==> src/thel_pkg.sv <==
// Shared types, constants and the LFSR step function for the touch detector
// with entropy LFSR. No dependencies; imported by every module of the block.
package thel_pkg;

	localparam int WORD_W   = 16;
	localparam int NBITS_W  = 5;
	localparam int APB_AW   = 3;
	localparam int APB_DW   = 32;

	localparam logic [WORD_W-1:0] LFSR_TAPS     = 16'hB400;
	localparam logic [WORD_W-1:0] LFSR_SEED     = 16'h6d61;
	localparam logic [WORD_W-1:0] LFSR_ALL_ONES = 16'hffff;
	localparam logic [WORD_W-1:0] HIGH_RESET    = 16'd1200;
	localparam logic [WORD_W-1:0] LOW_RESET     = 16'd600;
	localparam logic [NBITS_W-1:0] NBITS_MAX    = 5'd16;

	typedef enum logic [0:0] {
		REG_HIGH_THR = 1'b0,
		REG_LOW_THR  = 1'b1
	} reg_index_t;

	typedef enum logic [0:0] {
		KIND_SENSE = 1'b0,
		KIND_RAND  = 1'b1
	} item_kind_t;

	typedef struct packed {
		logic [WORD_W-1:0] lfsr;
		logic              latch;
	} thel_state_t;

	typedef struct packed {
		logic              touch_event;
		logic [WORD_W-1:0] random_value;
	} thel_result_t;

	function automatic logic [WORD_W-1:0] lfsr_step(input logic [WORD_W-1:0] s);
		logic [WORD_W-1:0] nxt;
		nxt = s >> 1;
		if (s[0]) begin
			nxt = nxt ^ LFSR_TAPS;
		end
		return nxt;
	endfunction

endpackage

==> src/thel_core.sv <==
// Per-item datapath: entropy fold, LFSR advance, touch hysteresis and random
// bit extraction. Depends on thel_pkg.
module thel_core
	import thel_pkg::*;
(
	input  logic                kind,
	input  logic [WORD_W-1:0]   sense_count,
	input  logic [NBITS_W-1:0]  rand_bits,
	input  logic [WORD_W-1:0]   high_threshold,
	input  logic [WORD_W-1:0]   low_threshold,
	input  thel_state_t         cur,
	output thel_state_t         nxt,
	output thel_result_t        res
);

	logic [WORD_W-1:0]  mixed;
	logic [WORD_W-1:0]  two_step;
	logic [NBITS_W-1:0] nbits;
	logic [NBITS_W-1:0] shamt;

	assign mixed    = (sense_count[0] && (cur.lfsr != LFSR_ALL_ONES)) ? ~cur.lfsr : cur.lfsr;
	assign two_step = lfsr_step(lfsr_step(cur.lfsr));
	assign nbits    = (rand_bits > NBITS_MAX) ? NBITS_MAX : rand_bits;
	assign shamt    = NBITS_MAX - nbits;

	always_comb begin
		nxt = cur;
		res = '0;
		case (item_kind_t'(kind))
			KIND_SENSE: begin
				nxt.lfsr = lfsr_step(mixed);
				if (sense_count > high_threshold) begin
					if (!cur.latch) begin
						nxt.latch       = 1'b1;
						res.touch_event = 1'b1;
					end
				end else if (sense_count < low_threshold) begin
					nxt.latch = 1'b0;
				end
			end
			KIND_RAND: begin
				nxt.lfsr = two_step;
				if (nbits != '0) begin
					res.random_value = two_step >> shamt;
				end
			end
			default: begin
				nxt = cur;
			end
		endcase
	end

endmodule

==> src/touch_hysteresis_with_entropy_lfsr_unit.sv <==
// Top level of the touch detector with entropy LFSR: input register, datapath
// and result register, plus the APB threshold registers. Depends on thel_pkg, thel_core.
//
// Every beat on the input channel yields exactly one result beat. A sense beat
// folds the low bit of its count into a 16-bit Galois LFSR, advances it once and
// reports a touch once per crossing of high_threshold, re-arming below
// low_threshold; a random beat advances the LFSR twice and returns its top
// rand_bits bits (16 at most). The block takes one beat per cycle while in_stall
// is low: an item is held in the input register, its LFSR and latch update happens in
// the single combinational pass into the result register, and out_valid rises
// when that register is loaded. The result register lets a new beat enter while a
// result waits; in_stall rises only when both registers are full and out_stall
// is high. Thresholds are written through APB at byte addresses 0 (high) and 4
// (low) and should only change while the block is idle.
module touch_hysteresis_with_entropy_lfsr_unit
	import thel_pkg::*;
(
	input  logic               clk,
	input  logic               arst_n,
	input  logic               psel,
	input  logic               penable,
	input  logic               pwrite,
	input  logic [APB_AW-1:0]  paddr,
	input  logic [APB_DW-1:0]  pwdata,
	output logic [APB_DW-1:0]  prdata,
	output logic               pready,
	input  logic               in_valid,
	output logic               in_stall,
	input  logic               kind,
	input  logic [WORD_W-1:0]  sense_count,
	input  logic [NBITS_W-1:0] rand_bits,
	output logic               out_valid,
	input  logic               out_stall,
	output logic               touch_event,
	output logic [WORD_W-1:0]  random_value
);

	logic [WORD_W-1:0]  high_thr_q;
	logic [WORD_W-1:0]  low_thr_q;
	thel_state_t        state_q;
	thel_state_t        state_nxt;
	thel_result_t       res_nxt;
	thel_result_t       res_q;
	logic               valid_s1;
	logic               kind_s1;
	logic [WORD_W-1:0]  count_s1;
	logic [NBITS_W-1:0] nbits_s1;
	logic               out_valid_q;
	logic               out_free;
	logic               adv_s1;
	logic               in_take;
	logic               cfg_wr;

	assign pready   = 1'b1;
	assign cfg_wr   = psel && penable && pwrite;
	assign prdata   = (reg_index_t'(paddr[2]) == REG_LOW_THR) ?
			{{(APB_DW-WORD_W){1'b0}}, low_thr_q} : {{(APB_DW-WORD_W){1'b0}}, high_thr_q};

	always_ff @(posedge clk or negedge arst_n) begin
		if (!arst_n) begin
			high_thr_q <= HIGH_RESET;
			low_thr_q  <= LOW_RESET;
		end else if (cfg_wr) begin
			case (reg_index_t'(paddr[2]))
				REG_HIGH_THR: high_thr_q <= pwdata[WORD_W-1:0];
				REG_LOW_THR:  low_thr_q  <= pwdata[WORD_W-1:0];
				default:      high_thr_q <= high_thr_q;
			endcase
		end
	end

	assign out_free = !out_valid_q || !out_stall;
	assign adv_s1   = valid_s1 && out_free;
	assign in_stall = valid_s1 && !out_free;
	assign in_take  = in_valid && !in_stall;

	always_ff @(posedge clk or negedge arst_n) begin
		if (!arst_n) begin
			valid_s1 <= 1'b0;
		end else if (!in_stall) begin
			valid_s1 <= in_valid;
		end
	end

	always_ff @(posedge clk) begin
		if (in_take) begin
			kind_s1  <= kind;
			count_s1 <= sense_count;
			nbits_s1 <= rand_bits;
		end
	end

	thel_core u_core (
		.kind           (kind_s1),
		.sense_count    (count_s1),
		.rand_bits      (nbits_s1),
		.high_threshold (high_thr_q),
		.low_threshold  (low_thr_q),
		.cur            (state_q),
		.nxt            (state_nxt),
		.res            (res_nxt)
	);

	always_ff @(posedge clk or negedge arst_n) begin
		if (!arst_n) begin
			state_q.lfsr  <= LFSR_SEED;
			state_q.latch <= 1'b0;
			out_valid_q   <= 1'b0;
		end else begin
			if (adv_s1) begin
				state_q <= state_nxt;
			end
			if (out_free) begin
				out_valid_q <= valid_s1;
			end
		end
	end

	always_ff @(posedge clk) begin
		if (adv_s1) begin
			res_q <= res_nxt;
		end
	end

	assign out_valid    = out_valid_q;
	assign touch_event  = res_q.touch_event;
	assign random_value = res_q.random_value;

endmodule

==> config.mk <==
export PLATFORM = sky130hd
export DESIGN_NAME = touch_hysteresis_with_entropy_lfsr_unit
export DESIGN_NICKNAME = d
export VERILOG_FILES = /design/src/thel_pkg.sv /design/src/thel_core.sv /design/src/touch_hysteresis_with_entropy_lfsr_unit.sv
export SDC_FILE = /design/constraint.sdc
export NUM_CORES = 1
export LEC_CHECK = 0
export BUFFER_PORTS_ARGS = -buffer_cell sky130_fd_sc_hd__buf_2
export CAP_MARGIN = 20
export CORE_MARGIN = 5
export CORE_UTILIZATION = 24
export CTS_BUF_LIST = sky130_fd_sc_hd__clkbuf_8
export DETAILED_ROUTE_END_ITERATION = 10
export GPL_TIMING_DRIVEN = 0
export PLACE_DENSITY = 0.42
export SKIP_CTS_REPAIR_TIMING = 1
export SYNTH_ARGS = -nofsm -noshare
export SYNTH_HDL_FRONTEND = slang
export SYNTH_SLANG_ARGS = --single-unit
==> constraint.sdc <==
create_clock -name clk -period 3.5 [get_ports clk]
set_input_delay 0.525 -clock clk [delete_from_list [all_inputs] [get_ports clk]]
set_output_delay 0.525 -clock clk [all_outputs]
set_load 0.05 [all_outputs]
### Word level (Yosys, flattened, before mapping)

Cells that the tools add are included.

* muxes and demuxes: 10
* eq/ne operators: 1
* $add $sub $neg: 1
* bitwise logic cells: 7
* reductions and logical operators: 18
* $lt $le $gt $ge: 3
* shift-type cells: 1

Operator list (count)
* $mux 16: 5
* $pmux 16 s2: 1
* $gt 16x16->1: 1
* $lt 16x16->1: 1
* $ne 16x16->1 const B: 1
* $not 16->16: 1
* $shr 16x5->16: 1
* $not 3->4: 3
* $logic_and 1x1->1: 6
* $reduce_and 2->1: 3
* $gt 5x5->1 const B: 1
* $mux 5: 1
* $reduce_bool 5->1: 1
* $sub 5x5->5 const A: 1
* $logic_not 1->1: 4
* $mux 1: 3
* $not 1->1: 3
* $reduce_and 3->1: 1
* $reduce_bool 2->1: 1
* $reduce_or 2->1: 1
* $logic_or 1x1->1: 1

* input port bits: 64
* word-level logic and storage cells: 52
* flip-flop bits (word level): 90
* output and inout port bits: 52

### Longest topological paths before layout

Gate-level depths: netlist (run 1).

* word-level depth: 6
* depth in mapped cells: 13

### Hierarchy

From an unflattened synthesis (run 1), not the netlist that was laid out.

* cells, all modules: 489
* area, all modules: 5676.7 um^2

By module, submodules not included
* touch_hysteresis_with_entropy_lfsr_unit: area an instance 3514.6 um^2, sequential area each 2467.4 um^2, cells each 187, instances 1
* thel_core: area an instance 2162.1 um^2, sequential area each 0.0 um^2, cells each 302, instances 1

### Least setup slack after synthesis (run 1)

OpenSTA, ideal clock, no wires.

* path type: register to register
* start: register nbits_s1[4]
* end: register res_q (netlist bit random_value[5]) (data pin)
* stages on the path, launching flop included: 14
* clock period less this slack: 2647 ps
* slack: 853 ps
* data arrival time: 2387 ps
* data required time: 3240 ps
* buffers on the path: 3
* library setup time: 260 ps
* cell sequence: edfxtp_1 buf_6 nor2b_4 inv_2 buf_6 ha_1 o21a_1 ha_1 nand2_1 nor2_1 o21a_1 buf_2 a22o_1 mux2_2

* cells in the longest elaborated chain, start to end: 4

Ends and longest elaborated chain
* start: declaration: line touch_hysteresis_with_entropy_lfsr_unit.sv:47 `logic [NBITS_W-1:0] nbits_s1;`
* start signal: assignment: line touch_hysteresis_with_entropy_lfsr_unit.sv:89 `nbits_s1 <= rand_bits;`
* $gt 5x5->1: line thel_core.sv:23 `assign nbits = (rand_bits > NBITS_MAX) ? NBITS_MAX : rand_bits;`
* $mux 5 (*): line thel_core.sv:23
* $sub 5x5->5 or $reduce_bool 5->1 (tied branches): line thel_core.sv:24, thel_core.sv:43
* $shr 16x5->16 or $reduce_and 2->1 (tied branches)
* end signal: assignment: line touch_hysteresis_with_entropy_lfsr_unit.sv:121 `res_q <= res_nxt;`
* end: declaration: line touch_hysteresis_with_entropy_lfsr_unit.sv:43 `thel_result_t res_q;`

Every way passes the cells marked *; elsewhere a longest branch is shown, timed or not.
A chain may end at the register's enable or synchronous reset.

### Worst setup path in the final report (run 1)

* start: register nbits_s1[4]
* end: register res_q (netlist bit random_value[0]) (data pin)

The elaborated chain is that of the path after synthesis.

==> metrics.txt, run 1 <==
# TYPE chip_impl_metric gauge
chip_impl_metric{name="tightestPinTransition",unit="ns"} 0.717
chip_impl_metric{name="pwr_density_cell",unit="nW/um^2"} 595
chip_impl_info{name="status",value="finished, final reports clean"} 1
chip_impl_metric{name="setup_viol",unit=""} 0
chip_impl_metric{name="maximum_clock_frequency",unit="MHz"} 341
chip_impl_metric{name="total_placed_instance_area",unit="um^2"} 6340
chip_impl_metric{name="synthSimpleGateAreaFrac",unit=""} 0.117
chip_impl_metric{name="timing_hold_violations_final",unit=""} 0
chip_impl_metric{name="tritoncts.num_buffers",unit=""} 9
chip_impl_info{name="kind_of_path_behind_the_tightest_hold_check",value="in2async"} 1
chip_impl_metric{name="clock-sinks",unit=""} 90
chip_impl_info{name="cp-startpoint",value="nbits_s1[4]$_DFFE_PP_"} 1
chip_impl_info{name="synthFlopType",value="sky130_fd_sc_hd__edfxtp_1"} 1
chip_impl_info{name="setup_repair_after_global_routing_missed_its_margin",value="no"} 1
chip_impl_info{name="largest_family_of_logic_cells_by_synthesized_area",value="multiplexers"} 1
chip_impl_metric{name="synthCells",unit=""} 508
chip_impl_metric{name="vias_in_the_first_global_route",unit=""} 4329
chip_impl_info{name="cp-start-kind",value="register"} 1
chip_impl_metric{name="dpl.cell_count",unit=""} 890
chip_impl_info{name="timing_worst_setup_path_type",value="reg2reg"} 1
chip_impl_metric{name="post_synthesis_instance_area",unit="um^2"} 5470
chip_impl_metric{name="yosys-mux-area-fraction",unit=""} 0.137
chip_impl_metric{name="drcViolationCount",unit=""} 0
chip_impl_metric{name="drt-total-wl",unit="um"} 13900
chip_impl_metric{name="synth_seq_cells",unit=""} 90
chip_impl_metric{name="syn-mean-instance-area",unit="um^2"} 10.8
chip_impl_metric{name="fin_nets",unit=""} 713
chip_impl_metric{name="worst_ir_drop_vdd",unit="mV"} 0.235
chip_impl_metric{name="grt_pass1_wl",unit="um"} 22900
chip_impl_metric{name="critPathArrivalTime",unit="ns"} 3.14
chip_impl_metric{name="worst-path-max-fanout",unit=""} 10
chip_impl_metric{name="postLayoutSetupSlackWorst",unit="ns"} 0.569
chip_impl_metric{name="drt-met1-wl",unit="um"} 6260
chip_impl_info{name="worstReg2RegStart",value="nbits_s1[4]$_DFFE_PP_"} 1
chip_impl_metric{name="slew-limit-headroom",unit=""} 0.518
chip_impl_metric{name="final_non_filler_cells",unit=""} 906
chip_impl_metric{name="final.setup.tns",unit="ns"} 0
chip_impl_metric{name="cts.clk_slew.worst_paths",unit="ns"} 0.11
chip_impl_metric{name="layout-area-overhead-vs-synth",unit="%"} 19.8
chip_impl_metric{name="routed-via-count",unit=""} 4050
chip_impl_metric{name="drt_first_iter_violations",unit=""} 137
chip_impl_info{name="endpoint_kind",value="register"} 1
chip_impl_metric{name="power.leakage",unit="nW"} 2.93
chip_impl_metric{name="timing.final.max_slew_violations",unit=""} 0
chip_impl_metric{name="synth_enable_flop_cells",unit=""} 39
chip_impl_metric{name="holdWs",unit="ns"} 0.0463
chip_impl_metric{name="insertedDiodeCount",unit=""} 0
chip_impl_metric{name="post_detailed_route_via_to_cell_ratio",unit=""} 4.47
chip_impl_metric{name="drt_pass1_iterations",unit=""} 4
chip_impl_metric{name="met2RoutedLength",unit="um"} 6780
chip_impl_metric{name="placement.io_buffers",unit=""} 79
chip_impl_info{name="cts_tree",value="yes"} 1
chip_impl_metric{name="gpl.final_weighted_congestion",unit=""} 0.807
chip_impl_metric{name="yosysWarnings",unit=""} 0
chip_impl_metric{name="dp_worst_setup_slack",unit="ns"} 0.620
chip_impl_metric{name="detail_route.wl_per_cell",unit="um"} 15.4
chip_impl_metric{name="drive_above_1_share",unit=""} 0.308
chip_impl_metric{name="grt_antenna_before_repair",unit=""} 1
chip_impl_metric{name="largest_net_degree_at_the_start_of_global_routing",unit=""} 38
chip_impl_info{name="mostFrequentLayoutCells",value="sky130_fd_sc_hd__buf_2 (86), sky130_fd_sc_hd__nand2_1 (52), sky130_fd_sc_hd__edfxtp_1 (39)"} 1
chip_impl_metric{name="post_synth_num_cell_types",unit=""} 59
chip_impl_metric{name="synth_xor_xnor_area_share",unit=""} 0.0371
chip_impl_metric{name="met3_wirelength",unit="um"} 779
chip_impl_metric{name="fp.coreArea",unit="um^2"} 22600
chip_impl_metric{name="clock_skew",unit="ns"} 0.0165
chip_impl_metric{name="fillerInstances",unit=""} 2380
chip_impl_metric{name="design_area_final",unit="um^2"} 6560
chip_impl_metric{name="grt_remaining_overflow",unit=""} 0
chip_impl_metric{name="max-cap-violations",unit=""} 0
chip_impl_info{name="clock-root-buffer",value="sky130_fd_sc_hd__clkbuf_8"} 1
chip_impl_metric{name="dieWidth",unit="um"} 161
chip_impl_info{name="topRoutingLayerUsed",value="met5"} 1
chip_impl_metric{name="grt_usage",unit=""} 0.109
chip_impl_metric{name="clockBufferDepth",unit=""} 2
chip_impl_metric{name="core_rows",unit=""} 55
chip_impl_metric{name="layout_min_cycle_time",unit="ns"} 2.93
chip_impl_metric{name="hpwl",unit="um"} 10800
chip_impl_metric{name="synth-seq-area-share",unit=""} 0.451
chip_impl_metric{name="floorplan.die.height",unit="um"} 161
chip_impl_metric{name="detail-route-antenna-nets",unit=""} 0
chip_impl_metric{name="area_fraction_in_compound_gates_after_synthesis",unit=""} 0.106
chip_impl_metric{name="design.die.area",unit="um^2"} 25900
chip_impl_metric{name="insertion_delay",unit="ns"} 0.38
chip_impl_metric{name="cp_data_required_time",unit="ns"} 3.71
chip_impl_metric{name="cts_htree_levels",unit=""} 3
chip_impl_metric{name="boundaryPins",unit=""} 116
chip_impl_metric{name="final.period_utilization",unit=""} 0.837
chip_impl_info{name="most_frequent_standard_cell_in_the_layout_excluding_fill_and_tap_cells",value="sky130_fd_sc_hd__buf_2"} 1
chip_impl_metric{name="yosys.area_share.adder",unit=""} 0.0755
chip_impl_metric{name="ys_async_sr_fraction",unit=""} 0.567
chip_impl_metric{name="initial_utilization",unit=""} 0.242
[final timing paths]
kind                                                       to  slack (ns)  cells past startpoint
worst max-delay path            random_value[0]$_SDFFCE_PP0P_        0.57                     10
worst min-delay path                high_thr_q[8]$_DFFE_PN0P_        0.05                      1
worst max register to register  random_value[0]$_SDFFCE_PP0P_        0.57                     10
worst min register to register          out_valid$_DFFE_PN0N_        0.50                      1
max in group asynchronous             state_q[11]$_DFFE_PN1P_        2.84                      2
min in group clk                        count_s1[3]$_DFFE_PP_        0.31                      1
[stage by stage]
| step | power [W] | util |
|---|---|---|
| 2_1_floorplan | 0.00271 | - |
| 3_3_place_gp | 0.00311 | 0.278 |
| 5_1_grt | 0.00420 | 0.290 |
| 6_report | 0.00390 | 0.290 |
| 4_1_cts | 0.00396 | 0.290 |
| 3_5_place_dp | 0.00314 | 0.281 |
[power breakdown]
group | switching, W | internal, W | total [W]
Combinational | 0.000956 | 0.000585 | 0.00154
Sequential | 0.000203 | 0.00136 | 0.00157
Clock | 0.000427 | 0.000365 | 0.000792
Total | 0.00159 | 0.00232 | 0.00390
[flip-flops by register name, indices dropped and copies added, names as in the netlist]
signal / count
state_q: 17
count_s1: 16
high_thr_q: 16
low_thr_q: 16
random_value: 16
nbits_s1: 5
kind_s1: 1
out_valid: 1
touch_event: 1
valid_s1: 1
[cell families after synthesis]
group                    count (synthesis)
multiplexers                            65
AND/OR/NAND/NOR                        127
AO/OA/AOI/OAI                           89
flip-flops                              90
buffers and inverters                   81
other                                    2
adder cells (fa/ha/maj)                 33
XOR/XNOR                                21
[cells in the mapped netlist (5+ instances only)]
cell type	number	area [um^2]
sky130_fd_sc_hd__dfrtp_1	35	876
sky130_fd_sc_hd__nand2_1	52	195
sky130_fd_sc_hd__o21ai_0	29	145
sky130_fd_sc_hd__o211ai_1	10	75.1
sky130_fd_sc_hd__nand2b_1	6	37.5
sky130_fd_sc_hd__nand4_1	9	56.3
sky130_fd_sc_hd__buf_2	7	35.0
sky130_fd_sc_hd__edfxtp_1	39	1170
sky130_fd_sc_hd__xor2_1	19	166
sky130_fd_sc_hd__nor3_1	8	40.0
sky130_fd_sc_hd__buf_4	19	143
sky130_fd_sc_hd__clkbuf_1	11	41.3
sky130_fd_sc_hd__nor2_1	13	48.8
sky130_fd_sc_hd__dfstp_2	16	420
sky130_fd_sc_hd__mux2i_1	26	260
sky130_fd_sc_hd__nand3_1	15	75.1
sky130_fd_sc_hd__ha_1	33	413
sky130_fd_sc_hd__mux2_2	35	394
sky130_fd_sc_hd__nor2b_1	5	31.3
sky130_fd_sc_hd__o21a_1	6	45.0
sky130_fd_sc_hd__a21oi_1	19	95.1
sky130_fd_sc_hd__inv_1	37	139
[routing by layer]
metal  up-vias  track usage
met5         -            0
met4         2       0.0182
met3        15       0.0388
met2       101        0.187
met1      1930        0.135
li1       2002            -
[cell type report]
| class | count | area [um^2] | area share |
|---|---|---|---|
| multi-input cells | 352 | 2650 | 0.404 |
| clock buffers | 10 | 138 | 0.0210 |
| inverters | 38 | 143 | 0.0218 |
| flip-flops and latches | 90 | 2470 | 0.376 |
| plain buffers | 43 | 272 | 0.0414 |
| repair buffers | 82 | 458 | 0.0699 |
| well taps | 285 | 357 | 0.0544 |
| clock inverters | 6 | 76.3 | 0.0116 |
[worst max-delay path: stages (launching register included)]
cell and delay, ns:
sky130_fd_sc_hd__edfxtp_1 0.39, sky130_fd_sc_hd__buf_6 0.15, sky130_fd_sc_hd__nor2b_4 0.19, sky130_fd_sc_hd__inv_2 0.12
sky130_fd_sc_hd__buf_6 0.17, sky130_fd_sc_hd__ha_1 0.31, sky130_fd_sc_hd__buf_2 0.20, sky130_fd_sc_hd__o211a_1 0.24
sky130_fd_sc_hd__o32ai_1 0.58, sky130_fd_sc_hd__mux2i_1 0.20, sky130_fd_sc_hd__o22ai_1 0.22
Note: power is estimated with default switching activity, not from simulation.
==> inputs of run 2 (changes only) <==
--- a/config.mk
+++ b/config.mk
@@ -5,6 +5,7 @@
 export SDC_FILE = /design/constraint.sdc
 export NUM_CORES = 1
 export LEC_CHECK = 0
+export ABC_AREA = 1
 export BUFFER_PORTS_ARGS = -buffer_cell sky130_fd_sc_hd__buf_2
 export CAP_MARGIN = 20
 export CORE_MARGIN = 5
==> constraint.sdc (replaced) <==
create_clock -name clk -period 2.7 [get_ports clk]
set_input_delay 0.405 -clock clk [delete_from_list [all_inputs] [get_ports clk]]
set_output_delay 0.405 -clock clk [all_outputs]
set_load 0.05 [all_outputs]
==> run 2 against run 1 <==
The flow now finishes with violations (hold timing). Sequential share of layout area grew 0.17 points. Register-to-register slack worse by 0.33 ns. Critical path depth is 5 higher. Combinational power grew 28%. Flip-flop and latch count is the same. Maximum frequency grew 19%. Core utilization is essentially flat. Hold slack got worse by 0.050 ns. Clock power up 19%. Die area shrank 0.75%. Clock-buffer cell count fell by 1. Sequential power is 24% higher. Critical path type unchanged. Critical endpoint is now random_value[5]$_SDFFCE_PP0P_. Largest power group is now combinational logic.
==> metrics.txt, run 2 <==
# TYPE chip_impl_metric gauge
chip_impl_metric{name="holdWs",unit="ns"} -0.00357
chip_impl_metric{name="largest_register_ffs",unit=""} 17
chip_impl_metric{name="grt_antenna_before_repair",unit=""} 0
chip_impl_metric{name="synth-seq-area-share",unit=""} 0.455
chip_impl_metric{name="netSwitchingPower",unit="W"} 0.00213
chip_impl_metric{name="grt_usage",unit=""} 0.120
chip_impl_metric{name="post_synthesis_instance_area",unit="um^2"} 5430
chip_impl_metric{name="yosysTopAreaCellShare",unit=""} 0.216
chip_impl_metric{name="fin_nets",unit=""} 884
chip_impl_metric{name="drt_first_iter_violations",unit=""} 297
chip_impl_metric{name="synth_enable_flop_cells",unit=""} 39
chip_impl_metric{name="dieWidth",unit="um"} 160
chip_impl_metric{name="post-route-util",unit=""} 0.291
chip_impl_metric{name="initial_utilization",unit=""} 0.242
chip_impl_metric{name="clock_power_share",unit=""} 0.194
chip_impl_metric{name="clockBufferDepth",unit=""} 2
chip_impl_info{name="yosys.cell_count.top_type",value="sky130_fd_sc_hd__nand2_1"} 1
chip_impl_metric{name="core_rows",unit=""} 55
chip_impl_metric{name="insertedDiodeCount",unit=""} 0
chip_impl_metric{name="grt_remaining_overflow",unit=""} 0
chip_impl_metric{name="pwr-share-comb",unit=""} 0.406
chip_impl_metric{name="placement.io_buffers",unit=""} 80
chip_impl_metric{name="timing_hold_violations_final",unit=""} 3
chip_impl_metric{name="clock_skew",unit="ns"} 0.0207
chip_impl_metric{name="floorplan.die.height",unit="um"} 160
chip_impl_info{name="clock-root-buffer",value="sky130_fd_sc_hd__clkbuf_8"} 1
chip_impl_metric{name="layout-area-overhead-vs-synth",unit="%"} 20.2
chip_impl_metric{name="setup_viol",unit=""} 0
chip_impl_metric{name="total_placed_instance_area",unit="um^2"} 6270
chip_impl_info{name="timing_worst_setup_path_type",value="reg2reg"} 1
chip_impl_metric{name="synth_seq_cells",unit=""} 90
chip_impl_metric{name="post_detailed_route_via_to_cell_ratio",unit=""} 4.39
chip_impl_metric{name="synthCells",unit=""} 674
chip_impl_metric{name="drt_pass1_iterations",unit=""} 5
chip_impl_metric{name="boundaryPins",unit=""} 116
chip_impl_metric{name="drt-total-wl",unit="um"} 15300
chip_impl_info{name="netlist_top_cells_count",value="sky130_fd_sc_hd__nand2_1 (164), sky130_fd_sc_hd__nand3_1 (110), sky130_fd_sc_hd__inv_1 (77)"} 1
chip_impl_metric{name="ys_async_sr_fraction",unit=""} 0.567
chip_impl_metric{name="fp.coreArea",unit="um^2"} 22400
chip_impl_info{name="failed_checks",value="hold timing"} 1
chip_impl_metric{name="drive_above_1_share",unit=""} 0.202
chip_impl_metric{name="drcViolationCount",unit=""} 0
chip_impl_metric{name="yosysWarnings",unit=""} 0
chip_impl_metric{name="grt_pass1_wl",unit="um"} 25000
chip_impl_metric{name="hpwl",unit="um"} 11800
chip_impl_metric{name="power.leakage",unit="nW"} 3.13
chip_impl_metric{name="gpl.final_weighted_congestion",unit=""} 0.828
chip_impl_info{name="most_frequent_standard_cell_in_the_layout_excluding_fill_and_tap_cells",value="sky130_fd_sc_hd__nand2_1"} 1
chip_impl_info{name="mostFrequentLayoutCells",value="sky130_fd_sc_hd__nand2_1 (163), sky130_fd_sc_hd__nand3_1 (110), sky130_fd_sc_hd__buf_2 (83)"} 1
chip_impl_metric{name="slew-limit-headroom",unit=""} 0.344
chip_impl_metric{name="max-cap-violations",unit=""} 0
chip_impl_metric{name="final.period_utilization",unit=""} 0.912
chip_impl_metric{name="cp_data_required_time",unit="ns"} 2.95
chip_impl_metric{name="layout_min_cycle_time",unit="ns"} 2.46
chip_impl_metric{name="insertion_delay",unit="ns"} 0.39
chip_impl_metric{name="design.die.area",unit="um^2"} 25700
chip_impl_metric{name="design_area_final",unit="um^2"} 6530
chip_impl_info{name="synthFlopType",value="sky130_fd_sc_hd__edfxtp_1"} 1
chip_impl_metric{name="tightestPinTransition",unit="ns"} 0.983
chip_impl_metric{name="largest_net_degree_at_the_start_of_global_routing",unit=""} 33
chip_impl_info{name="kind_of_path_behind_the_tightest_hold_check",value="in2async"} 1
chip_impl_info{name="status",value="finished, violations left"} 1
chip_impl_metric{name="critPathArrivalTime",unit="ns"} 2.72
chip_impl_metric{name="fillerInstances",unit=""} 2507
chip_impl_metric{name="cell_internal_pwr",unit="W"} 0.00273
chip_impl_metric{name="detail_route.wl_per_cell",unit="um"} 14.2
chip_impl_info{name="cp-start-kind",value="register"} 1
chip_impl_metric{name="seq_power_share",unit=""} 0.400
chip_impl_metric{name="pwr_density_cell",unit="nW/um^2"} 746
chip_impl_metric{name="syn-mean-instance-area",unit="um^2"} 8.05
chip_impl_info{name="ys_top_cells_by_area",value="sky130_fd_sc_hd__edfxtp_1 (22%), sky130_fd_sc_hd__dfrtp_1 (16%), sky130_fd_sc_hd__nand2_1 (11%), sky130_fd_sc_hd__nand3_1 (10%), sky130_fd_sc_hd__dfstp_2 (7.7%)"} 1
chip_impl_metric{name="worst-path-max-fanout",unit=""} 18
chip_impl_metric{name="post_synth_num_cell_types",unit=""} 35
chip_impl_metric{name="routed-via-count",unit=""} 4733
chip_impl_metric{name="cts.clk_slew.worst_paths",unit="ns"} 0.11
chip_impl_metric{name="cts_htree_levels",unit=""} 3
chip_impl_metric{name="timing.final.max_slew_violations",unit=""} 0
chip_impl_info{name="endpoint_kind",value="register"} 1
chip_impl_metric{name="clock-sinks",unit=""} 90
chip_impl_metric{name="detail-route-antenna-nets",unit=""} 0
chip_impl_metric{name="power.share.switching",unit=""} 0.438
chip_impl_info{name="top_reg_by_flops",value="state_q"} 1
chip_impl_info{name="synthDominantAreaCellType",value="sky130_fd_sc_hd__edfxtp_1"} 1
chip_impl_info{name="cts_tree",value="yes"} 1
chip_impl_metric{name="worst_ir_drop_vdd",unit="mV"} 0.258
chip_impl_metric{name="maximum_clock_frequency",unit="MHz"} 406
chip_impl_metric{name="vias_in_the_first_global_route",unit=""} 4662
chip_impl_metric{name="tritoncts.num_buffers",unit=""} 9
==> run 2: cell count changes after synthesis, sizes merged, moves of 9 or more <==
cell / previous run / this run
a21oi: 19 / 30
inv: 38 / 80
mux2: 35 / 0
mux2i: 27 / 0
nand2: 52 / 169
nand3: 15 / 110
nor2: 13 / 27
o211ai: 10 / 1
o21ai: 31 / 63
xor2: 19 / 0
==> run 2: cells by family (layout without fill, tap and decap cells) <==
logic type / Yosys count / after routing / share of synthesized area
XOR/XNOR: 4 / 4 / 0.00646
AND/OR/NAND/NOR: 318 / 318 / 0.258
other: 2 / 17 / 0.00138
buffers and inverters: 125 / 228 / 0.104
flip-flops: 90 / 90 / 0.455
AO/OA/AOI/OAI: 102 / 102 / 0.0987
adder cells (fa/ha/maj): 33 / 33 / 0.0761
==> run 2: worst max-delay path, stage by stage (launching register included) <==
cell,delay [ns]
sky130_fd_sc_hd__edfxtp_1,0.39
sky130_fd_sc_hd__buf_6,0.16
sky130_fd_sc_hd__nor2_4,0.08
sky130_fd_sc_hd__nand2_2,0.08
sky130_fd_sc_hd__nand2_4,0.12
sky130_fd_sc_hd__nand2_8,0.11
sky130_fd_sc_hd__ha_2,0.21
sky130_fd_sc_hd__nand2_2,0.09
sky130_fd_sc_hd__a21oi_1,0.05
sky130_fd_sc_hd__ha_1,0.28
sky130_fd_sc_hd__inv_1,0.04
sky130_fd_sc_hd__nor3_2,0.20
sky130_fd_sc_hd__nand2_2,0.16
sky130_fd_sc_hd__inv_2,0.17
sky130_fd_sc_hd__nand3_1,0.10
sky130_fd_sc_hd__nand2_1,0.09
==> run 2: path summary, 6_finish.rpt <==
check                                      start                       endpoint  slack, ns  cells after the start
hold / removal                            arst_n     high_thr_q[11]$_DFFE_PN0P_     -0.004                      1
setup reg to reg           nbits_s1[0]$_DFFE_PP_  random_value[5]$_SDFFCE_PP0P_       0.24                     15
min in group clk                  sense_count[7]          count_s1[7]$_DFFE_PP_       0.18                      1
max in group asynchronous                 arst_n         state_q[6]$_DFFE_PN1P_       2.05                      2
hold reg to reg             valid_s1$_DFFE_PN0N_          out_valid$_DFFE_PN0N_       0.47                      2
setup / recovery           nbits_s1[0]$_DFFE_PP_  random_value[5]$_SDFFCE_PP0P_       0.24                     15
==> run 2: per-layer routing <==
metal,up-vias,share of wire,track usage
li1,2436,-,-
met1,2180,0.48,0.165
met2,105,0.47,0.196
met3,12,0.044,0.0246
met4,0,0.010,0.0289
met5,-,0,0
==> run 2: final cells by class <==
type | instances | area [um^2] | area share
Clock inverter | 7 | 63.8 | 0.00978
Multi-Input combinational cell | 474 | 2470 | 0.379
Tap cell | 285 | 357 | 0.0547
Sequential cell | 90 | 2470 | 0.378
Buffer | 44 | 256 | 0.0393
Clock buffer | 9 | 124 | 0.0190
Timing Repair Buffer | 88 | 480 | 0.0736
Inverter | 80 | 303 | 0.0464
==> run 2: metrics by stage <==
| step | power, W | instances | setup WS (ns) | TNS, ns |
|---|---|---|---|---|
| finish | 0.00486 | 1077 | 0.238 | 0 |
| global route | 0.00525 | 1077 | -0.00118 | -0.00118 |
| CTS | 0.00493 | 1072 | -0.139 | -0.987 |
| detailed placement | 0.00395 | 1056 | -0.121 | -0.828 |
| global placement | 0.00394 | 1054 | -0.161 | -3.97 |
| floorplan | 0.00341 | 689 | 0.233 | 0 |
==> run 2: power by group through the flow <==
stage	Clock (W)	Combinational, W	Sequential, W
floorplan	0	0.00136	0.00205
global placement	0	0.00196	0.00198
detailed placement	0	0.00197	0.00197
CTS	0.00100	0.00198	0.00195
global route	0.00104	0.00222	0.00199
finish	0.000943	0.00197	0.00195
